<file path="config.mk">
export PLATFORM = sky130hd
export DESIGN_NAME = bresenham_line_colour_interp_core
export DESIGN_NICKNAME = d
export VERILOG_FILES = /design/src/design/blci_pkg.sv /design/src/design/blci_fifo.sv /design/src/design/blci_front.sv /design/src/design/blci_back.sv /design/src/design/bresenham_line_colour_interp_core.sv
export VERILOG_INCLUDE_DIRS = /design/src /design/src/design
export SDC_FILE = /design/constraint.sdc
export NUM_CORES = 1
export LEC_CHECK = 0
export ABC_AREA = 1
export ABC_CLOCK_PERIOD_IN_PS = 9700
export BUFFER_PORTS_ARGS = -buffer_cell sky130_fd_sc_hd__buf_2
export CAP_MARGIN = 10
export CORE_MARGIN = 1.5
export CORE_UTILIZATION = 48
export CTS_CLUSTER_DIAMETER = 50
export DETAILED_ROUTE_END_ITERATION = 6
export PLACE_DENSITY = 0.67
export SLEW_MARGIN = 20
export SYNTH_ARGS = -nofsm -noshare
export SYNTH_HDL_FRONTEND = slang
export SYNTH_HIERARCHICAL = 1
export SYNTH_SLANG_ARGS = --single-unit
</file>
<file path="constraint.sdc">
create_clock -name clk -period 9.7 [get_ports clk]
set_clock_uncertainty 0.15 [all_clocks]
set_input_delay 0.97 -clock clk [delete_from_list [all_inputs] [get_ports clk]]
set_output_delay 0.97 -clock clk [all_outputs]
set_load 0.01 [all_outputs]
</file>
<file path="src/design/bresenham_line_colour_interp_core_defines.svh">
// Assertion macros shared by the line rasterizer RTL.
`ifndef BRESENHAM_LINE_COLOUR_INTERP_CORE_DEFINES_SVH
`define BRESENHAM_LINE_COLOUR_INTERP_CORE_DEFINES_SVH

// Check that cons holds in the same cycle as ante.
`define BLCI_ASSERT_IMP(name, clock, resetn, ante, cons) \
    name: assert property (@(posedge clock) disable iff (!resetn) (ante) |-> (cons)) \
        else $error("%m: same-cycle check failed");

// Check that cons holds in the cycle after ante.
`define BLCI_ASSERT_NXT(name, clock, resetn, ante, cons) \
    name: assert property (@(posedge clock) disable iff (!resetn) (ante) |=> (cons)) \
        else $error("%m: next-cycle check failed");

`endif

</file>
<file path="src/design/blci_pkg.sv">
// Shared constants and the line descriptor type of the line rasterizer.
`default_nettype none

package blci_pkg;

    localparam int COORD_BITS_DEF   = 6;
    localparam int CHANNEL_BITS_DEF = 8;
    localparam int CHANNEL_BITS_MAX = 12;
    localparam int FRAC_BITS        = 8;
    localparam int NUM_CH           = 4;

    localparam int COORD_W  = 6;
    localparam int DEPTH_W  = 16;
    localparam int COLOUR_W = 32;

    // Signed 14.8 accumulator, wide enough for the largest channel.
    localparam int ACC_W = CHANNEL_BITS_MAX + FRAC_BITS + 2;

    localparam int FIFO_DEPTH = 2;

    // Input item layout.
    localparam int IN_SX_LSB    = 0;
    localparam int IN_SY_LSB    = 6;
    localparam int IN_EX_LSB    = 12;
    localparam int IN_EY_LSB    = 18;
    localparam int IN_DEPTH_LSB = 24;
    localparam int IN_C0_LSB    = 40;
    localparam int IN_C1_LSB    = 72;
    localparam int IN_DATA_W    = 104;

    // Output item layout.
    localparam int OUT_X_LSB      = 0;
    localparam int OUT_Y_LSB      = 6;
    localparam int OUT_DEPTH_LSB  = 12;
    localparam int OUT_COLOUR_LSB = 28;
    localparam int OUT_DATA_W     = 64;

    typedef logic [NUM_CH-1:0][ACC_W-1:0] chan_acc_t;

    // One classified line, handed from the setup side to the walker.
    typedef struct packed {
        logic [COORD_W-1:0] x;
        logic [COORD_W-1:0] y;
        logic [COORD_W-1:0] n;
        logic [COORD_W-1:0] amin;
        logic               steep;
        logic               neg_maj;
        logic               neg_min;
        logic [DEPTH_W-1:0] depth;
        chan_acc_t          acc0;
        chan_acc_t          delta;
    } line_t;

endpackage

`default_nettype wire

</file>
<file path="src/design/blci_fifo.sv">
// Short descriptor queue between line setup and the pixel walker.
`default_nettype none
`include "bresenham_line_colour_interp_core_defines.svh"

module blci_fifo
    import blci_pkg::*;
(
    input  wire logic  clk,
    input  wire logic  rst_n,
    input  wire logic  push_valid,
    output logic       push_ready,
    input  wire line_t push_line,
    output logic       pop_valid,
    input  wire logic  pop_ready,
    output line_t      pop_line
);

    localparam int PTR_W = (FIFO_DEPTH > 1) ? $clog2(FIFO_DEPTH) : 1;
    localparam int CNT_W = $clog2(FIFO_DEPTH + 1);

    line_t            mem_reg [FIFO_DEPTH];
    logic [PTR_W-1:0] wr_ptr_reg, wr_ptr_next;
    logic [PTR_W-1:0] rd_ptr_reg, rd_ptr_next;
    logic [CNT_W-1:0] count_reg, count_next;
    logic             push, pop;

    assign push_ready = (count_reg != CNT_W'(FIFO_DEPTH));
    assign pop_valid  = (count_reg != '0);
    assign push       = push_valid && push_ready;
    assign pop        = pop_ready && pop_valid;
    assign pop_line   = mem_reg[rd_ptr_reg];

    always_comb
    begin
        wr_ptr_next = wr_ptr_reg;
        rd_ptr_next = rd_ptr_reg;
        count_next  = count_reg;
        if (push)
        begin
            wr_ptr_next = (wr_ptr_reg == PTR_W'(FIFO_DEPTH - 1)) ? '0 : wr_ptr_reg + PTR_W'(1);
        end
        if (pop)
        begin
            rd_ptr_next = (rd_ptr_reg == PTR_W'(FIFO_DEPTH - 1)) ? '0 : rd_ptr_reg + PTR_W'(1);
        end
        if (push && !pop)
        begin
            count_next = count_reg + CNT_W'(1);
        end
        else if (pop && !push)
        begin
            count_next = count_reg - CNT_W'(1);
        end
    end

    always_ff @(posedge clk or negedge rst_n)
    begin
        if (!rst_n)
        begin
            wr_ptr_reg <= '0;
            rd_ptr_reg <= '0;
            count_reg  <= '0;
        end
        else
        begin
            wr_ptr_reg <= wr_ptr_next;
            rd_ptr_reg <= rd_ptr_next;
            count_reg  <= count_next;
        end
    end

    always_ff @(posedge clk)
    begin
        if (push)
        begin
            mem_reg[wr_ptr_reg] <= push_line;
        end
    end

    `BLCI_ASSERT_IMP(a_count_bound, clk, rst_n, 1'b1, count_reg <= CNT_W'(FIFO_DEPTH))

endmodule

`default_nettype wire

</file>
<file path="src/design/blci_front.sv">
// Line setup: accept a line, classify its axes and divide the colour slopes.
`default_nettype none
`include "bresenham_line_colour_interp_core_defines.svh"

module blci_front
    import blci_pkg::*;
#(
    parameter int COORD_BITS   = COORD_BITS_DEF,
    parameter int CHANNEL_BITS = CHANNEL_BITS_DEF
)
(
    input  wire logic                 clk,
    input  wire logic                 rst_n,
    input  wire logic                 s_tvalid,
    output logic                      s_tready,
    input  wire logic [IN_DATA_W-1:0] s_tdata,
    output logic                      push_valid,
    input  wire logic                 push_ready,
    output line_t                     push_line
);

    localparam int QW     = CHANNEL_BITS + FRAC_BITS;
    localparam int CNT_W  = $clog2(QW + 1);
    localparam int CW_ALL = NUM_CH * CHANNEL_BITS;

    localparam logic [1:0] S_IDLE = 2'd0;
    localparam logic [1:0] S_DIV  = 2'd1;
    localparam logic [1:0] S_PUSH = 2'd2;

    logic [1:0]       state_reg, state_next;
    logic [CNT_W-1:0] cnt_reg, cnt_next;
    line_t            line_reg, line_next;

    logic [QW-1:0]         dvd_reg  [NUM_CH];
    logic [QW-1:0]         dvd_next [NUM_CH];
    logic [COORD_BITS-1:0] rem_reg  [NUM_CH];
    logic [COORD_BITS-1:0] rem_next [NUM_CH];
    logic [NUM_CH-1:0]     neg_reg, neg_next;

    logic                  accept, div_step;
    logic [COORD_BITS-1:0] sx, sy, ex, ey;
    logic [COORD_BITS:0]   dx, dy;
    logic [COORD_BITS-1:0] adx, ady, n_in, amin_in, n_cur;
    logic                  steep_in;
    logic [CW_ALL-1:0]     c0_ext, c1_ext;
    logic [NUM_CH-1:0]     neg_in;
    chan_acc_t             acc0_in;
    wire  [NUM_CH-1:0][ACC_W-1:0] delta_out;

    assign s_tready   = (state_reg == S_IDLE);
    assign accept     = s_tvalid && s_tready;
    assign div_step   = (state_reg == S_DIV);
    assign push_valid = (state_reg == S_PUSH);
    assign n_cur      = line_reg.n[COORD_BITS-1:0];

    // Axis classification; ties go to x.
    assign sx = s_tdata[IN_SX_LSB +: COORD_BITS];
    assign sy = s_tdata[IN_SY_LSB +: COORD_BITS];
    assign ex = s_tdata[IN_EX_LSB +: COORD_BITS];
    assign ey = s_tdata[IN_EY_LSB +: COORD_BITS];
    assign dx = {1'b0, ex} - {1'b0, sx};
    assign dy = {1'b0, ey} - {1'b0, sy};
    assign adx = dx[COORD_BITS] ? COORD_BITS'(-dx) : dx[COORD_BITS-1:0];
    assign ady = dy[COORD_BITS] ? COORD_BITS'(-dy) : dy[COORD_BITS-1:0];
    assign steep_in = (ady > adx);
    assign n_in     = steep_in ? ady : adx;
    assign amin_in  = steep_in ? adx : ady;

    assign c0_ext = CW_ALL'(s_tdata[IN_C0_LSB +: COLOUR_W]);
    assign c1_ext = CW_ALL'(s_tdata[IN_C1_LSB +: COLOUR_W]);

    // One restoring divider lane per channel: one quotient bit a cycle,
    // the quotient shifts into the dividend register from the bottom.
    for (genvar g = 0; g < NUM_CH; g++)
    begin : g_lane
        logic [CHANNEL_BITS-1:0] ch_a, ch_b, ch_mag;
        logic [CHANNEL_BITS:0]   ch_diff;
        logic [COORD_BITS:0]     rem_try;
        logic                    rem_ge;

        assign ch_a    = c0_ext[(NUM_CH-1-g)*CHANNEL_BITS +: CHANNEL_BITS];
        assign ch_b    = c1_ext[(NUM_CH-1-g)*CHANNEL_BITS +: CHANNEL_BITS];
        assign ch_diff = {1'b0, ch_b} - {1'b0, ch_a};
        assign ch_mag  = ch_diff[CHANNEL_BITS] ? CHANNEL_BITS'(-ch_diff)
                                               : ch_diff[CHANNEL_BITS-1:0];
        assign neg_in[g]  = ch_diff[CHANNEL_BITS];
        assign acc0_in[g] = ACC_W'({ch_a, {FRAC_BITS{1'b0}}});

        assign rem_try = {rem_reg[g], dvd_reg[g][QW-1]};
        assign rem_ge  = (rem_try >= {1'b0, n_cur});

        assign dvd_next[g] = accept   ? {ch_mag, {FRAC_BITS{1'b0}}} :
                             div_step ? {dvd_reg[g][QW-2:0], rem_ge} : dvd_reg[g];
        assign rem_next[g] = accept   ? '0 :
                             div_step ? (rem_ge ? COORD_BITS'(rem_try - {1'b0, n_cur})
                                                : rem_try[COORD_BITS-1:0])
                                      : rem_reg[g];

        // Division truncates toward zero: divide magnitudes, restore sign.
        assign delta_out[g] = neg_reg[g] ? {ACC_W{1'b0}} - ACC_W'(dvd_reg[g])
                                         : ACC_W'(dvd_reg[g]);
    end

    assign neg_next = accept ? neg_in : neg_reg;

    always_comb
    begin
        line_next = line_reg;
        if (accept)
        begin
            line_next.x       = COORD_W'(sx);
            line_next.y       = COORD_W'(sy);
            line_next.n       = COORD_W'(n_in);
            line_next.amin    = COORD_W'(amin_in);
            line_next.steep   = steep_in;
            line_next.neg_maj = steep_in ? dy[COORD_BITS] : dx[COORD_BITS];
            line_next.neg_min = steep_in ? dx[COORD_BITS] : dy[COORD_BITS];
            line_next.depth   = s_tdata[IN_DEPTH_LSB +: DEPTH_W];
            line_next.acc0    = acc0_in;
            line_next.delta   = '0;
        end
    end

    always_comb
    begin
        push_line       = line_reg;
        push_line.delta = delta_out;
    end

    always_comb
    begin
        state_next = state_reg;
        cnt_next   = cnt_reg;
        unique case (state_reg)
            S_IDLE:
            begin
                // Drop zero-length lines here; they produce no pixels.
                if (accept && (n_in != '0))
                begin
                    state_next = S_DIV;
                    cnt_next   = CNT_W'(QW);
                end
            end
            S_DIV:
            begin
                cnt_next = cnt_reg - CNT_W'(1);
                if (cnt_reg == CNT_W'(1))
                begin
                    state_next = S_PUSH;
                end
            end
            S_PUSH:
            begin
                if (push_ready)
                begin
                    state_next = S_IDLE;
                end
            end
            default:
            begin
                state_next = S_IDLE;
            end
        endcase
    end

    always_ff @(posedge clk or negedge rst_n)
    begin
        if (!rst_n)
        begin
            state_reg <= S_IDLE;
            cnt_reg   <= '0;
        end
        else
        begin
            state_reg <= state_next;
            cnt_reg   <= cnt_next;
        end
    end

    always_ff @(posedge clk)
    begin
        line_reg <= line_next;
        neg_reg  <= neg_next;
        for (int c = 0; c < NUM_CH; c++)
        begin
            dvd_reg[c] <= dvd_next[c];
            rem_reg[c] <= rem_next[c];
        end
    end

    `BLCI_ASSERT_IMP(a_push_nonzero, clk, rst_n, push_valid, push_line.n != '0)
    `BLCI_ASSERT_IMP(a_div_count, clk, rst_n, state_reg == S_DIV, cnt_reg != '0)

endmodule

`default_nettype wire

</file>
<file path="src/design/blci_back.sv">
// Pixel walker: step a classified line one pixel a cycle into the output register unless m_ stalls.
`default_nettype none
`include "bresenham_line_colour_interp_core_defines.svh"

module blci_back
    import blci_pkg::*;
#(
    parameter int COORD_BITS   = COORD_BITS_DEF,
    parameter int CHANNEL_BITS = CHANNEL_BITS_DEF
)
(
    input  wire logic                  clk,
    input  wire logic                  rst_n,
    input  wire logic                  pop_valid,
    output logic                       pop_ready,
    input  wire line_t                 pop_line,
    output logic                       m_tvalid,
    input  wire logic                  m_tready,
    output logic [OUT_DATA_W-1:0]      m_tdata,
    output logic                       m_tlast
);

    localparam int ERR_W  = COORD_BITS + 3;
    localparam int CW_ALL = NUM_CH * CHANNEL_BITS;

    logic                     busy_reg, busy_next;
    logic                     out_valid_reg, out_valid_next;
    logic [COORD_BITS-1:0]    x_reg, y_reg, n_reg, amin_reg, rem_reg;
    logic signed [ERR_W-1:0]  err_reg;
    logic                     steep_reg, neg_maj_reg, neg_min_reg;
    logic [DEPTH_W-1:0]       depth_reg;
    logic signed [ACC_W-1:0]  acc_reg   [NUM_CH];
    logic signed [ACC_W-1:0]  delta_reg [NUM_CH];

    logic [COORD_W-1:0]       out_x_reg, out_y_reg;
    logic [DEPTH_W-1:0]       out_depth_reg;
    logic [COLOUR_W-1:0]      out_colour_reg;
    logic                     out_last_reg;

    logic                     load, step, last;
    logic signed [ERR_W-1:0]  err_sum, err_adv;
    logic                     err_over;
    logic [COORD_BITS-1:0]    maj_cur, min_cur, maj_adv, min_adv;
    wire  [CW_ALL-1:0]        colour;

    assign pop_ready = !busy_reg;
    assign load      = pop_valid && !busy_reg;
    assign step      = busy_reg && (!out_valid_reg || m_tready);
    assign last      = (rem_reg == COORD_BITS'(1));

    // Integer form of the slope-above-one-half test.
    assign err_sum  = err_reg + $signed({2'b00, amin_reg, 1'b0});
    assign err_over = (err_sum > $signed({3'b000, n_reg}));
    assign err_adv  = err_over ? err_sum - $signed({2'b00, n_reg, 1'b0}) : err_sum;

    assign maj_cur = steep_reg ? y_reg : x_reg;
    assign min_cur = steep_reg ? x_reg : y_reg;
    assign maj_adv = neg_maj_reg ? maj_cur - COORD_BITS'(1) : maj_cur + COORD_BITS'(1);
    assign min_adv = !err_over   ? min_cur :
                     neg_min_reg ? min_cur - COORD_BITS'(1) : min_cur + COORD_BITS'(1);

    // Truncate each channel and clamp to its range.
    for (genvar g = 0; g < NUM_CH; g++)
    begin : g_chan
        logic [CHANNEL_BITS-1:0] chv;

        always_comb
        begin
            priority if (acc_reg[g][ACC_W-1])
            begin
                chv = '0;
            end
            else if (|acc_reg[g][ACC_W-2:FRAC_BITS+CHANNEL_BITS])
            begin
                chv = '1;
            end
            else
            begin
                chv = acc_reg[g][FRAC_BITS +: CHANNEL_BITS];
            end
        end

        assign colour[(NUM_CH-1-g)*CHANNEL_BITS +: CHANNEL_BITS] = chv;
    end

    always_comb
    begin
        busy_next      = busy_reg;
        out_valid_next = out_valid_reg;
        if (load)
        begin
            busy_next = 1'b1;
        end
        if (step)
        begin
            out_valid_next = 1'b1;
            if (last)
            begin
                busy_next = 1'b0;
            end
        end
        else if (m_tready)
        begin
            out_valid_next = 1'b0;
        end
    end

    always_ff @(posedge clk or negedge rst_n)
    begin
        if (!rst_n)
        begin
            busy_reg      <= 1'b0;
            out_valid_reg <= 1'b0;
        end
        else
        begin
            busy_reg      <= busy_next;
            out_valid_reg <= out_valid_next;
        end
    end

    always_ff @(posedge clk)
    begin
        if (load)
        begin
            x_reg       <= pop_line.x[COORD_BITS-1:0];
            y_reg       <= pop_line.y[COORD_BITS-1:0];
            n_reg       <= pop_line.n[COORD_BITS-1:0];
            rem_reg     <= pop_line.n[COORD_BITS-1:0];
            amin_reg    <= pop_line.amin[COORD_BITS-1:0];
            err_reg     <= '0;
            steep_reg   <= pop_line.steep;
            neg_maj_reg <= pop_line.neg_maj;
            neg_min_reg <= pop_line.neg_min;
            depth_reg   <= pop_line.depth;
            for (int c = 0; c < NUM_CH; c++)
            begin
                acc_reg[c]   <= $signed(pop_line.acc0[c]);
                delta_reg[c] <= $signed(pop_line.delta[c]);
            end
        end
        else if (step)
        begin
            out_x_reg      <= COORD_W'(x_reg);
            out_y_reg      <= COORD_W'(y_reg);
            out_depth_reg  <= depth_reg;
            out_colour_reg <= COLOUR_W'(colour);
            out_last_reg   <= last;
            rem_reg        <= rem_reg - COORD_BITS'(1);
            err_reg        <= err_adv;
            x_reg          <= steep_reg ? min_adv : maj_adv;
            y_reg          <= steep_reg ? maj_adv : min_adv;
            for (int c = 0; c < NUM_CH; c++)
            begin
                acc_reg[c] <= acc_reg[c] + delta_reg[c];
            end
        end
    end

    always_comb
    begin
        m_tdata = '0;
        m_tdata[OUT_X_LSB +: COORD_W]       = out_x_reg;
        m_tdata[OUT_Y_LSB +: COORD_W]       = out_y_reg;
        m_tdata[OUT_DEPTH_LSB +: DEPTH_W]   = out_depth_reg;
        m_tdata[OUT_COLOUR_LSB +: COLOUR_W] = out_colour_reg;
    end

    assign m_tvalid = out_valid_reg;
    assign m_tlast  = out_last_reg;

    `BLCI_ASSERT_IMP(a_busy_has_pixels, clk, rst_n, busy_reg, rem_reg != '0)
    `BLCI_ASSERT_NXT(a_last_ends_line, clk, rst_n, step && last, !busy_reg)

endmodule

`default_nettype wire

</file>
<file path="src/design/bresenham_line_colour_interp_core.sv">
// Top level of the Bresenham line rasterizer with per-pixel colour interpolation.
//
//  channel  dir  handshake          payload
//  -------  ---  -----------------  ------------------------------------------------
//  s_       in   s_tvalid/s_tready  s_tdata: line endpoints, depth, two RGBA colours
//  m_       out  m_tvalid/m_tready  m_tdata: pixel x, y, depth, colour; m_tlast
//
// Setup divides the colour slopes in the four restoring divider lanes, which produce one
// slope bit per cycle each; it takes no new line until the finished one is queued.
// The walker emits a line of n pixels, one pixel per cycle while m_ is not stalled.
// A two-entry descriptor queue lets setup of the next line overlap emission of the
// current one. Reset is asynchronous and clears control state only; no clearing pass
// is needed. A stall on m_ holds the output register; setup keeps running until the
// queue fills.
`default_nettype none

module bresenham_line_colour_interp_core
    import blci_pkg::*;
#(
    parameter int COORD_BITS   = COORD_BITS_DEF,
    parameter int CHANNEL_BITS = CHANNEL_BITS_DEF
)
(
    input  wire logic                  clk,
    input  wire logic                  rst_n,

    // Line in.
    input  wire logic                  s_tvalid,
    output logic                       s_tready,
    // start_x[5:0], start_y[11:6], end_x[17:12], end_y[23:18], depth_in[39:24],
    // start_colour[71:40], end_colour[103:72]
    input  wire logic [IN_DATA_W-1:0]  s_tdata,

    // Pixels out.
    output logic                       m_tvalid,
    input  wire logic                  m_tready,
    // pixel_x[5:0], pixel_y[11:6], pixel_depth[27:12], pixel_colour[59:28], zero pad
    output logic [OUT_DATA_W-1:0]      m_tdata,
    // last_pixel
    output logic                       m_tlast
);

    logic  push_valid, push_ready;
    line_t push_line;
    logic  pop_valid, pop_ready;
    line_t pop_line;

    // Accept a line, classify major/minor axes, divide the colour slopes.
    blci_front #(
        .COORD_BITS   (COORD_BITS),
        .CHANNEL_BITS (CHANNEL_BITS)
    ) u_front (
        .clk        (clk),
        .rst_n      (rst_n),
        .s_tvalid   (s_tvalid),
        .s_tready   (s_tready),
        .s_tdata    (s_tdata),
        .push_valid (push_valid),
        .push_ready (push_ready),
        .push_line  (push_line)
    );

    // Hold finished descriptors so setup and emission stall independently.
    blci_fifo u_fifo (
        .clk        (clk),
        .rst_n      (rst_n),
        .push_valid (push_valid),
        .push_ready (push_ready),
        .push_line  (push_line),
        .pop_valid  (pop_valid),
        .pop_ready  (pop_ready),
        .pop_line   (pop_line)
    );

    // Walk the line and emit one pixel per cycle through the output register unless m_ stalls.
    blci_back #(
        .COORD_BITS   (COORD_BITS),
        .CHANNEL_BITS (CHANNEL_BITS)
    ) u_back (
        .clk       (clk),
        .rst_n     (rst_n),
        .pop_valid (pop_valid),
        .pop_ready (pop_ready),
        .pop_line  (pop_line),
        .m_tvalid  (m_tvalid),
        .m_tready  (m_tready),
        .m_tdata   (m_tdata),
        .m_tlast   (m_tlast)
    );

endmodule

`default_nettype wire
</file>
==> flow_summary_export.csv <==
group,metric,value,unit
power,swShare,0.3410,
route,vias,30820,
finish,nets,5040,
finish,diodes,0,
global_route,antenna_found_initial,0,
setup_path,path_delay_family,"simple AND/OR/NAND/NOR gates",
clocking,post_cts_buffers,0,
setup_path,crit_type,"primary input to flop",
die,start_util,0.4856,
finish,syn2layout_area_growth,11.37,%
power,leakage,21.66,nW
die,dieArea,96560,sq um
global_route,grt_pass1_vias,30210,
route,ant_nets,0,
die,coreArea,93610,sq um
route,drt_wl_total,95290,um
power,p_switching,0.004469,W
logic_synthesis,synth_edf_count,835,
setup_path,crit_path_end_kind,"flop",
logic_synthesis,synthCells,4551,
die,die_x,310.7,um
power,ir_worst_vdd,0.0001589,V
global_route,grt_usage,0.1958,
placed_design,postPlaceCellArea,47000,sq um
clocking,tritoncts,"built",
power,p_clk_frac,0.302,
setup_path,required,10120,ps
finish,fillers,8393,
timing,fmax,0.2208,GHz
logic_synthesis,ys_ff_latch,912,
power,seqPwrFrac,0.412,
setup_path,crit_arrival,4950,ps
die,die_h,310.7,um
logic_synthesis,synthesis.area,45460,sq um
clocking,clkLatencyLatePin,690,ps
timing,rsz0062_at_grt,"false",
finish,largest_reg_flops,438,
setup_path,cp_common_cell,"nand2_1",
clocking,clk_pin_slew_worst_paths,60,ps
setup_path,start_kind,"primary input",
timing,maxSlewViolCount,0,
finish,final_core_util,0.5408,
timing,worstMarginPinSlew,1036,ps
timing,fin_crit_sh,0.4669,
setup_path,critPathMaxFanout,21,
setup_path,r2r_start,"u_back/m_tvalid",
die,num_rows,112,
outcome,outcome,"finished clean",
clocking,cts-root-buf,"clkbuf_16",
setup_path,cpMaxStageDelayCell,"nand2_1",
route,drtIter0Drc,2239,
setup_path,critPathBufInv,7,
logic_synthesis,yosys_warnings,6,
timing,hold_violations,0,
timing,slew_headroom,0.3058,
route,post_drt_wl_per_cell,15.73,um
logic_synthesis,ys.flop_type,"edfxtp_1",
min_path,hp-class,"flop to flop",
global_route,grt_pass1_wl,154100,um
route,drc,0,
placed_design,gp_congestion,0.8973,
global_route,grt_start_max_net_pins,138,
power,p_int,0.008635,W
timing,min_period,4529,ps
global_route,grt_overflow,0,
logic_synthesis,synthArstFlopShare,0.01425,
finish,drive_gt1_frac,0.09636,
setup_path,crit_path_max_incr_delay,530,ps
route,vias_per_cell,5.086,
min_path,min_from,"u_back/depth_reg[15]",
placed_design,dp_hpwl,62550,um
clocking,clk_path_buf_depth,3,
placed_design,port_buffers,170,
power,power-per-cell-area,258.9,nW/um^2
clocking,cts_sinks,912,
logic_synthesis,synth_cell_types,58,
finish,design_area,50620,sq um
power,p_comb_frac,0.286,
finish,final_cell_mix,"nand2_1 (1,458), edfxtp_1 (835), inv_1 (466), nand3_1 (246), a21oi_1 (216)",
flow_run,cap_violations,0,
finish,final_common_cell,"nand2_1",
die,pin_count,175,
setup_path,timing.critical_path.from,"s_tdata[12]",
route,dr.pass1.iters,5,
clocking,numCtsBuffers,109,
logic_synthesis,ys_seq_area_frac,0.5869,
timing,finalSetupViolations,0,
logic_synthesis,syn_avg_cell_area,9.988,sq um
clocking,htreeDepth,3,
## cell usage after synthesis, types with 5 or more instances
library cell | count | area [sq um]
o21a_1 | 8 | 60.06
buf_1 | 8 | 30.03
xor2_1 | 97 | 849.6
a31oi_1 | 34 | 212.7
xnor2_1 | 33 | 289.0
fa_1 | 18 | 360.4
a21oi_1 | 216 | 1081
inv_2 | 9 | 33.78
buf_2 | 34 | 170.2
nand2_1 | 1460 | 5480
o21ai_0 | 191 | 955.9
clkbuf_1 | 39 | 146.4
nor2_1 | 144 | 540.5
nor3_1 | 61 | 305.3
nor4_1 | 7 | 43.79
nand4_1 | 48 | 300.3
o31ai_1 | 5 | 37.54
inv_1 | 470 | 1764
o21ai_2 | 11 | 96.34
ha_1 | 198 | 2477
nand2_2 | 20 | 125.1
o22ai_1 | 41 | 256.5
a21o_1 | 10 | 75.07
dfrtp_1 | 13 | 325.3
nand3_1 | 246 | 1231
buf_6 | 22 | 247.7
nand3b_1 | 15 | 112.6
or2_1 | 8 | 50.05
dfxtp_1 | 64 | 1281
buf_4 | 90 | 675.7
o21ai_1 | 15 | 75.07
edfxtp_1 | 835 | 25070
or2_2 | 23 | 143.9
## what timing repair did
item,4_1_cts,5_1_grt
resized for setup,0,0
hold endpoints to repair,11,0
setup endpoints to repair,0,0
hold buffers,1,0
## power groups by stage
stage | Clock, W | Sequential (W) | Combinational (W)
2_1_floorplan | 0 | 0.00536 | 0.00301
3_3_place_gp | 0 | 0.00546 | 0.00366
3_5_place_dp | 0 | 0.00547 | 0.00374
4_1_cts | 0.00405 | 0.00540 | 0.00376
5_1_grt | 0.00420 | 0.00545 | 0.00430
6_report | 0.00395 | 0.00540 | 0.00375
## per-stage QoR
step | worst slack (ps) | power (W) | setup TNS, ps | hold slack (ps) | cells
floorplan | -954.3 | 0.008363 | -417990 | 250.3 | 4609
global placement | 4557 | 0.009122 | 0 | 252.2 | 5856
detailed placement | 4544 | 0.009215 | 0 | 254.5 | 5856
CTS | 5266 | 0.01321 | 0 | 256.6 | 6057
global route | 4742 | 0.01395 | 0 | 262.8 | 6059
finish | 5171 | 0.01310 | 0 | 259.5 | 6059
## final timing paths
path | end | slack, ps | cells after the start
max | u_front/cnt_reg[4] | 5170 | 29
min | u_back/out_depth_reg[15] | 260 | 0
max reg2reg | u_back/acc_reg[2][18] | 6070 | 6
min reg2reg | u_back/out_depth_reg[15] | 260 | 0
max in group asynchronous | u_fifo/rd_ptr_reg | 8560 | 2
min in group asynchronous | u_front/cnt_reg[0] | 570 | 2
## cell families after synthesis
kind of cell	count (synthesis)	synth area share
AO/OA/AOI/OAI	554	0.06683
adder cells (fa/ha/maj)	216	0.06243
XOR/XNOR	130	0.02505
buffers and inverters	677	0.06889
other	2	0.0001652
AND/OR/NAND/NOR	2060	0.1897
flip-flops	912	0.5869
## layer usage
layer	up-vias	GRT usage	part of all wire	wire (um)
met5	-	0	0	0
met4	0	0.05743	0.024	2252
met3	157	0.02799	0.041	3904
met2	575	0.3343	0.48	46130
met1	14470	0.2595	0.45	43000
li1	15620	-	-	-
## cell type report
type	count	area [sq um]	share of cell area
Tap cell	1254	1569	0.03099
Sequential cell	912	26680	0.5271
Multi-Input combinational cell	3020	15900	0.3142
Timing Repair Buffer	193	1076	0.02125
Clock inverter	76	750.7	0.01483
Clock buffer	124	2815	0.05561
Inverter	480	1826	0.03606
(Power assumes the default switching activity.)
